<file path="src/design/mipmap_box_filter_chain_defines.svh">
// assertion helpers for the mip chain top file
`ifndef MIPMAP_BOX_FILTER_CHAIN_DEFINES_SVH
`define MIPMAP_BOX_FILTER_CHAIN_DEFINES_SVH

// property checked on every clock outside reset
`define MBFC_ASSERT(lbl, prop, msg) \
    lbl: assert property (@(posedge aclk) disable iff (!aresetn) (prop)) \
        else $error(msg);

// trigger in one cycle, consequence in the next
`define MBFC_ASSERT_NEXT(lbl, trig, cons, msg) \
    lbl: assert property (@(posedge aclk) disable iff (!aresetn) (trig) |=> (cons)) \
        else $error(msg);

`endif

</file>
<file path="src/design/mbfc_pkg.sv">
package mbfc_pkg;

    localparam int LEVEL_W    = 4;
    localparam int POS_W      = 10;
    localparam int CH_W       = 8;
    localparam int LANES      = 4;
    localparam int SIZE_W     = 4;
    localparam int MODE_W     = 2;
    localparam int CFG_IDX_W  = 2;
    localparam int CFG_DATA_W = 4;
    localparam int S_TDATA_W  = LANES * CH_W;
    localparam int M_TDATA_W  = LEVEL_W + 2 * POS_W + LANES * CH_W;

    // register indexes
    localparam logic [CFG_IDX_W-1:0] REG_SIZE_LOG2 = 2'd0;
    localparam logic [CFG_IDX_W-1:0] REG_MIP_MODE  = 2'd1;

    // filter modes
    localparam logic [MODE_W-1:0] MODE_NONE = 2'd0;
    localparam logic [MODE_W-1:0] MODE_AVG  = 2'd1;
    localparam logic [MODE_W-1:0] MODE_SUM  = 2'd2;

    localparam logic [SIZE_W-1:0] SIZE_LOG2_RST = 4'd8;
    localparam logic [MODE_W-1:0] MIP_MODE_RST  = MODE_AVG;

    // lane 0 is red, then green, blue, alpha
    typedef logic [LANES-1:0][CH_W-1:0] pix_t;
    typedef logic [LANES-1:0][CH_W:0]   pair_t;
    typedef logic [LANES-1:0][CH_W+1:0] quad_t;

    typedef struct packed {
        logic valid;
        pix_t pix;
    } pix_tok_t;

    typedef struct packed {
        logic             valid;
        logic [POS_W-1:0] col;
        logic [POS_W-1:0] row;
        pix_t             pix;
    } cell_out_t;

    typedef struct packed {
        pix_t               pix;
        logic [POS_W-1:0]   row;
        logic [POS_W-1:0]   col;
        logic [LEVEL_W-1:0] level;
        logic               last;
    } res_t;

endpackage

</file>
<file path="src/design/mbfc_out_fifo.sv">
module mbfc_out_fifo #(
    parameter int DEPTH = 32
) (
    input  logic                         aclk,
    input  logic                         aresetn,
    input  logic                         push,
    input  mbfc_pkg::res_t               push_data,
    output logic                         pop_valid,
    input  logic                         pop_ready,
    output mbfc_pkg::res_t               pop_data,
    output logic [$clog2(DEPTH+1)-1:0]   count
);
    import mbfc_pkg::*;

    localparam int PW    = $clog2(DEPTH);
    localparam int CNT_W = $clog2(DEPTH + 1);

    logic [PW-1:0]    wr_ptr_reg, rd_ptr_reg;
    logic [CNT_W-1:0] count_reg, count_next;
    logic             pop;

    res_t fifo_mem [DEPTH];

    assign pop = pop_valid && pop_ready;

    always_comb begin
        count_next = count_reg;
        case ({push, pop})
            2'b10:   count_next = CNT_W'(count_reg + 1'b1);
            2'b01:   count_next = CNT_W'(count_reg - 1'b1);
            default: count_next = count_reg;
        endcase
    end

    always_ff @(posedge aclk) begin
        if (!aresetn) begin
            wr_ptr_reg <= '0;
            rd_ptr_reg <= '0;
            count_reg  <= '0;
        end else begin
            if (push) begin
                wr_ptr_reg <= PW'(wr_ptr_reg + 1'b1);
            end
            if (pop) begin
                rd_ptr_reg <= PW'(rd_ptr_reg + 1'b1);
            end
            count_reg <= count_next;
        end
    end

    always_ff @(posedge aclk) begin
        if (push) begin
            fifo_mem[wr_ptr_reg] <= push_data;
        end
    end

    assign pop_valid = count_reg != '0;
    assign pop_data  = fifo_mem[rd_ptr_reg];
    assign count     = count_reg;

endmodule

</file>
<file path="config.mk">
export PLATFORM = sky130hd
export DESIGN_NAME = mbfc_out_fifo
export DESIGN_NICKNAME = d
export VERILOG_FILES = /design/src/design/mipmap_box_filter_chain_defines.svh /design/src/design/mbfc_pkg.sv /design/src/design/mbfc_out_fifo.sv
export SDC_FILE = /design/constraint.sdc
export NUM_CORES = 1
export LEC_CHECK = 0
export BUFFER_PORTS_ARGS = -buffer_cell sky130_fd_sc_hd__buf_2
export CORE_ASPECT_RATIO = 1.25
export CORE_UTILIZATION = 36
export DETAILED_ROUTE_END_ITERATION = 8
export HOLD_SLACK_MARGIN = 0.06
export SYNTH_ARGS = -nofsm -noshare
export SYNTH_HDL_FRONTEND = slang
export SYNTH_SLANG_ARGS = --single-unit
</file>
<file path="constraint.sdc">
create_clock -name aclk -period 4.4 [get_ports aclk]
set_clock_uncertainty 0.2 [all_clocks]
set_input_delay 0 -clock aclk [delete_from_list [all_inputs] [get_ports aclk]]
set_output_delay 0 -clock aclk [all_outputs]
set_load 0.02 [all_outputs]
</file>
After elaboration in Yosys (flattened, before gate mapping)
Memories as Yosys holds them, arrays and structs flattened. A register that Yosys moved wholly into a read port is not among the register bits.
Index checks and enable logic that the tools add are counted.
{"block": "classes", "n_reduce_logical": 3, "addsub": 4, "muxes": 5, "eq_ne": 2}
{"op": "$pmux 6 s2", "count": 1}
{"op": "$add 5x1->5 const B", "count": 2}
{"op": "$mux 5", "count": 2}
{"op": "$add 6x1->6 const B", "count": 1}
{"op": "$reduce_bool 6->1", "count": 1}
{"op": "$sub 6x1->6 const B", "count": 1}
{"op": "$eq 2x1->1 const B", "count": 1}
{"op": "$eq 2x2->1 const B", "count": 1}
{"op": "$mux 1", "count": 2}
{"op": "$reduce_bool 2->1", "count": 1}
{"op": "$logic_and 1x1->1", "count": 1}
{"block": "word_totals", "elab_cells": 18, "inputBits": 61, "memories": 1, "register_bits": 16, "out_inout_bits": 64, "ram_bits": 1824}
{"memory": "fifo_mem", "words": 32, "width": 57, "read_ports": 1, "rd_ports_with_merged_regs": 1, "wr": 1, "line": "mbfc_out_fifo.sv:22", "source": "res_t fifo_mem [DEPTH];"}

Longest topological paths before layout
{"block": "logic_depth", "depth_word": 4, "depth_mapped": 12, "ltp_nobuf": 10}

Worst setup path before layout
No wires, ideal clock.
{"block": "synth_path", "path_type": "reg2reg", "startpoint": "reg wr_ptr_reg[3]", "endpoint": "mem fifo_mem[10][0] (netlist bit) (enable)", "stages_incl_launch_ff": 4, "t_arrival_ns": 3.434, "required_ns": 3.728, "setup_slack_ns": 0.294, "cell_sequence": "dfxtp_1 clkbuf_1 or3b_2 nor2_1"}
{"element": "start, declared", "line": "mbfc_out_fifo.sv:18", "source": "logic [PW-1:0] wr_ptr_reg, rd_ptr_reg;"}
{"element": "start signal, assigned", "line": "mbfc_out_fifo.sv:42", "source": "wr_ptr_reg <= PW'(wr_ptr_reg + 1'b1);"}
{"element": "end, declared", "line": "mbfc_out_fifo.sv:22"}
Straight into the memory's write port.

==> out/results.tsv <==
stage	metric	value	unit
synthesis	combinational_family_with_the_most_area_after_synthesis	multiplexers	
synthesis	yosysMostFrequentCell	edfxtp_1	
synthesis	synthesis.instances	3516	
cts	cts_made_buffers	183	
floorplan	core	195000	um^2
synthesis	syn-num-nets	3585	
cts	cts-root-buf	clkbuf_16	
cells_and_area	utilization	0.424	
detailed_routing	drc_violation_count_after_routing	0	
worst_setup_path	cp-start-kind	flip-flop	
placed_design	placed_instance_count	6120	
min_path	hold_path_end	fifo_mem[10][39]	
sta	finalSetupViolCount	0	
cells_and_area	layout-drive-gt1-share	0.282	
synthesis	synthesized_area_divided_by_synthesized_cell_count	20.1	um^2
worst_setup_path	worstReg2RegEnd	count[4]	
sta	hold-worst-slack	0.0920	ns
cts	ctsResizeCount	0	
cts	tritoncts	done	
min_path	worst_hold_path.num_cells	2	
detailed_routing	detail_route.wl_per_cell	27.8	um
cells_and_area	largest_register_ffs	1824	
worst_setup_path	endpoint_required_time_on_the_critical_path	4.20	ns
placed_design	place.gp.congestion	0.736	
power_and_ir_drop	total_power_per_unit_cell_area	495	nW/um^2
detailed_routing	ant_nets	0	
synthesis	synth.distinct_cells	42	
synthesis	synth_area_leaders	edfxtp_1, mux4_2, mux2_2, a22o_1, a211oi_1	
cts	cts.reportedPaths.clkPinSlew	0.06	ns
sta	slew-limit-headroom	0.191	
global_route	globalRouteTotalUtil	0.183	
cts	clock_insertion_delay_worst_skew	0.82	ns
flow_run	drv_cap	0	
worst_setup_path	cell_class_contributing_the_biggest_share_of_worst_path_delay	flip-flops	
floorplan	io_pins	125	
floorplan	floorplan.die.width	399	um
sta	min_period_over_period	0.929	
worst_setup_path	worstPathMaxFanout	65	
worst_setup_path	r2r_cells	10	
cts	number_of_h_tree_levels	4	
sta	grt_setup_unrepaired	false	
synthesis	synth_top_flop_cell	edfxtp_1	
synthesis	synth.largest_area_cell	edfxtp_1	
synthesis	ys_warn_count	0	
sta	worst-slew-pin-transition	1.21	ns
placed_design	io_buffers	124	
synthesis	number_of_synthesized_flops_with_an_enable_pin	1824	
cells_and_area	fill_cells	16880	
synthesis	synth_xor_area_frac	0.00111	
global_route	grt_pass1_wl	261000	um
sta	fin_tns_setup	0	ns
floorplan	start_util	0.363	
worst_setup_path	worst_ep_arrival_time	3.89	ns
worst_setup_path	worst_path_cell_with_the_longest_stage_delay	dfxtp_4	
worst_setup_path	critPathMaxStageDelay	0.93	ns
run_status	run_status	finished clean	
synthesis	synth_largest_type_area_fraction	0.774	
sta	fmax	245	MHz
min_path	holdCritPathClass	in2reg	
power_and_ir_drop	total_leakage_power	25.4	nW
floorplan	die_height	498	um
detailed_routing	wl	183000	um
cts	cts-root-to-sink-buffers	3	
placed_design	hpwlAfterDp	99700	um
detailed_routing	drt_first_pass_iters	5	
synthesis	synthesis.area	70800	um^2
power_and_ir_drop	finalPower	40.9	mW
global_route	grt_max_degree	71	
sta	period_minus_slack	4.09	ns
detailed_routing	avgViaCountPerCell	5.45	
cells_and_area	fin_nets	3925	
cts	cts_sinks	1845	
synthesis	ys_seq_area_frac	0.779	
global_route	grt-ovfl-total	0	
synthesis	postSynthRegisterBits	1845	
cells_and_area	fin_cells	6574	
worst_setup_path	critical_path.cell_chain	buf_12 -> buf_4 -> mux2_2 -> o21ai_0 -> nor3_1 -> or4_1 -> buf_2	
synthesis	post_synth_fa_ha_maj_area_fraction	0.00141	
floorplan	fp.dieArea	198000	um^2
synthesis	synthMuxAreaShare	0.127	
synthesis	post_synth_most_frequent_cells	edfxtp_1, mux2_2, mux4_2	
synthesis	ys_async_sr_fraction	0	
power_and_ir_drop	ir_worst_vdd	0.419	mV
detailed_routing	via_count	35840	
global_route	via_count_of_the_first_global_routing_pass	36856	
cells_and_area	area.growth.synth_to_final	16.7	%
synthesis	synth-compound-area-share	0.0464	
floorplan	rows	181	
worst_setup_path	path_depth	7	
worst_setup_path	r2r_slack	0.91	ns
detailed_routing	drtIter0Drc	3118	
synthesis	synth_simple_gate_area_share	0.0309	
worst_setup_path	criticalPathCategory	reg2out	
min_path	hold_path_startpoint	push_data[39]	
worst_setup_path	critical_path.endpoint_type	output pin	
sta	hold_viol	0	
worst_setup_path	timing.critical_path.buf_inv	3	
sta	drv_slew	0	
global_route	antenna_found_initial	15	
worst_setup_path	r2r-start	count[0]	
cells in the final DEF, fill, tap and decap left out, types with 8 or more instances in the layout:
| master | instances |
|---|---|
| o22ai_1 | 114 |
| buf_4 | 90 |
| xor2_1 | 8 |
| nand2_1 | 13 |
| ha_1 | 8 |
| nor2b_1 | 118 |
| dlygate4sd3_1 | 113 |
| mux2_2 | 342 |
| a211oi_1 | 114 |
| nor3_1 | 116 |
| clkinv_1 | 45 |
| o21ai_0 | 121 |
| edfxtp_1 | 1824 |
| dfxtp_1 | 19 |
| nor2_1 | 13 |
| a22o_1 | 114 |
| clkbuf_16 | 183 |
| mux4_2 | 228 |
| clkinv_2 | 27 |
| or4_1 | 57 |
| buf_12 | 40 |
| bufinv_16 | 17 |
| nor2_4 | 35 |
| buf_2 | 124 |
| clkbuf_1 | 33 |
metal layers:
layer,GRT usage,wire length (um),vias up
met2,0.308,91600,1114
li1,-,-,15252
met1,0.246,76800,19182
met4,0.0494,4410,4
met3,0.0265,9810,288
met5,0,16,-
cells by family after synthesis:
kind of cell             after synthesis
AO/OA/AOI/OAI                        479
XOR/XNOR                               9
adder cells (fa/ha/maj)                8
buffers and inverters                217
flip-flops                          1845
multiplexers                         574
AND/OR/NAND/NOR                      384
worst reg2reg max path: cells and delay by family, from the launching register on:
| kind | cells | cell delay, ns |
|---|---|---|
| AND/OR/NAND/NOR | 2 | 0.92 |
| AO/OA/AOI/OAI | 3 | 0.75 |
| adder cells (fa/ha/maj) | 2 | 0.61 |
| flip-flops | 1 | 0.39 |
| XOR/XNOR | 1 | 0.21 |
| multiplexers | 1 | 0.20 |
| buffers and inverters | 1 | 0.13 |
through the flow:
| step | setup WS (ns) | area, um^2 |
|---|---|---|
| floorplan | 0.294 | 70800 |
| global placement | 0.934 | 75500 |
| detailed placement | 0.912 | 75500 |
| CTS | 0.220 | 82600 |
| global route | 0.131 | 82600 |
| finish | 0.310 | 82600 |
what timing repair did:
action	4_1_cts	5_1_grt
setup buffers	0	0
hold buffers	113	0
setup endpoints to repair	0	0
endpoints found under the hold margin	1845	0
report_power, final:
group / internal [mW] / switching [mW]
Sequential: 19.5 / 0.151
Clock: 8.73 / 6.80
Combinational: 2.56 / 3.19
Total: 30.7 / 10.1
how the worst max path moves through the flow:
stage	from	endpoint	slack (ns)
finish	flip-flop	pop_data[39]	0.31
global route	flip-flop	pop_data[45]	0.13
CTS	flip-flop	pop_data[39]	0.22
detailed placement	count[0]	count[4]	0.91
global placement	count[0]	count[4]	0.93
floorplan	wr_ptr_reg[3]	fifo_mem[10][0]	0.29
final cells by class:
cell class / instances / area (um^2) / share of cell area
diodes: 7 / 17.5 / 0.000212
clock buffers: 216 / 4700 / 0.0569
clock inverters: 118 / 1250 / 0.0151
inverters: 5 / 18.8 / 0.000227
multi-input cells: 1454 / 15000 / 0.181
flip-flops and latches: 1845 / 55200 / 0.668
well taps: 2562 / 3210 / 0.0388
repair buffers: 367 / 3230 / 0.0391
Note: power is estimated with default switching activity, not from simulation.
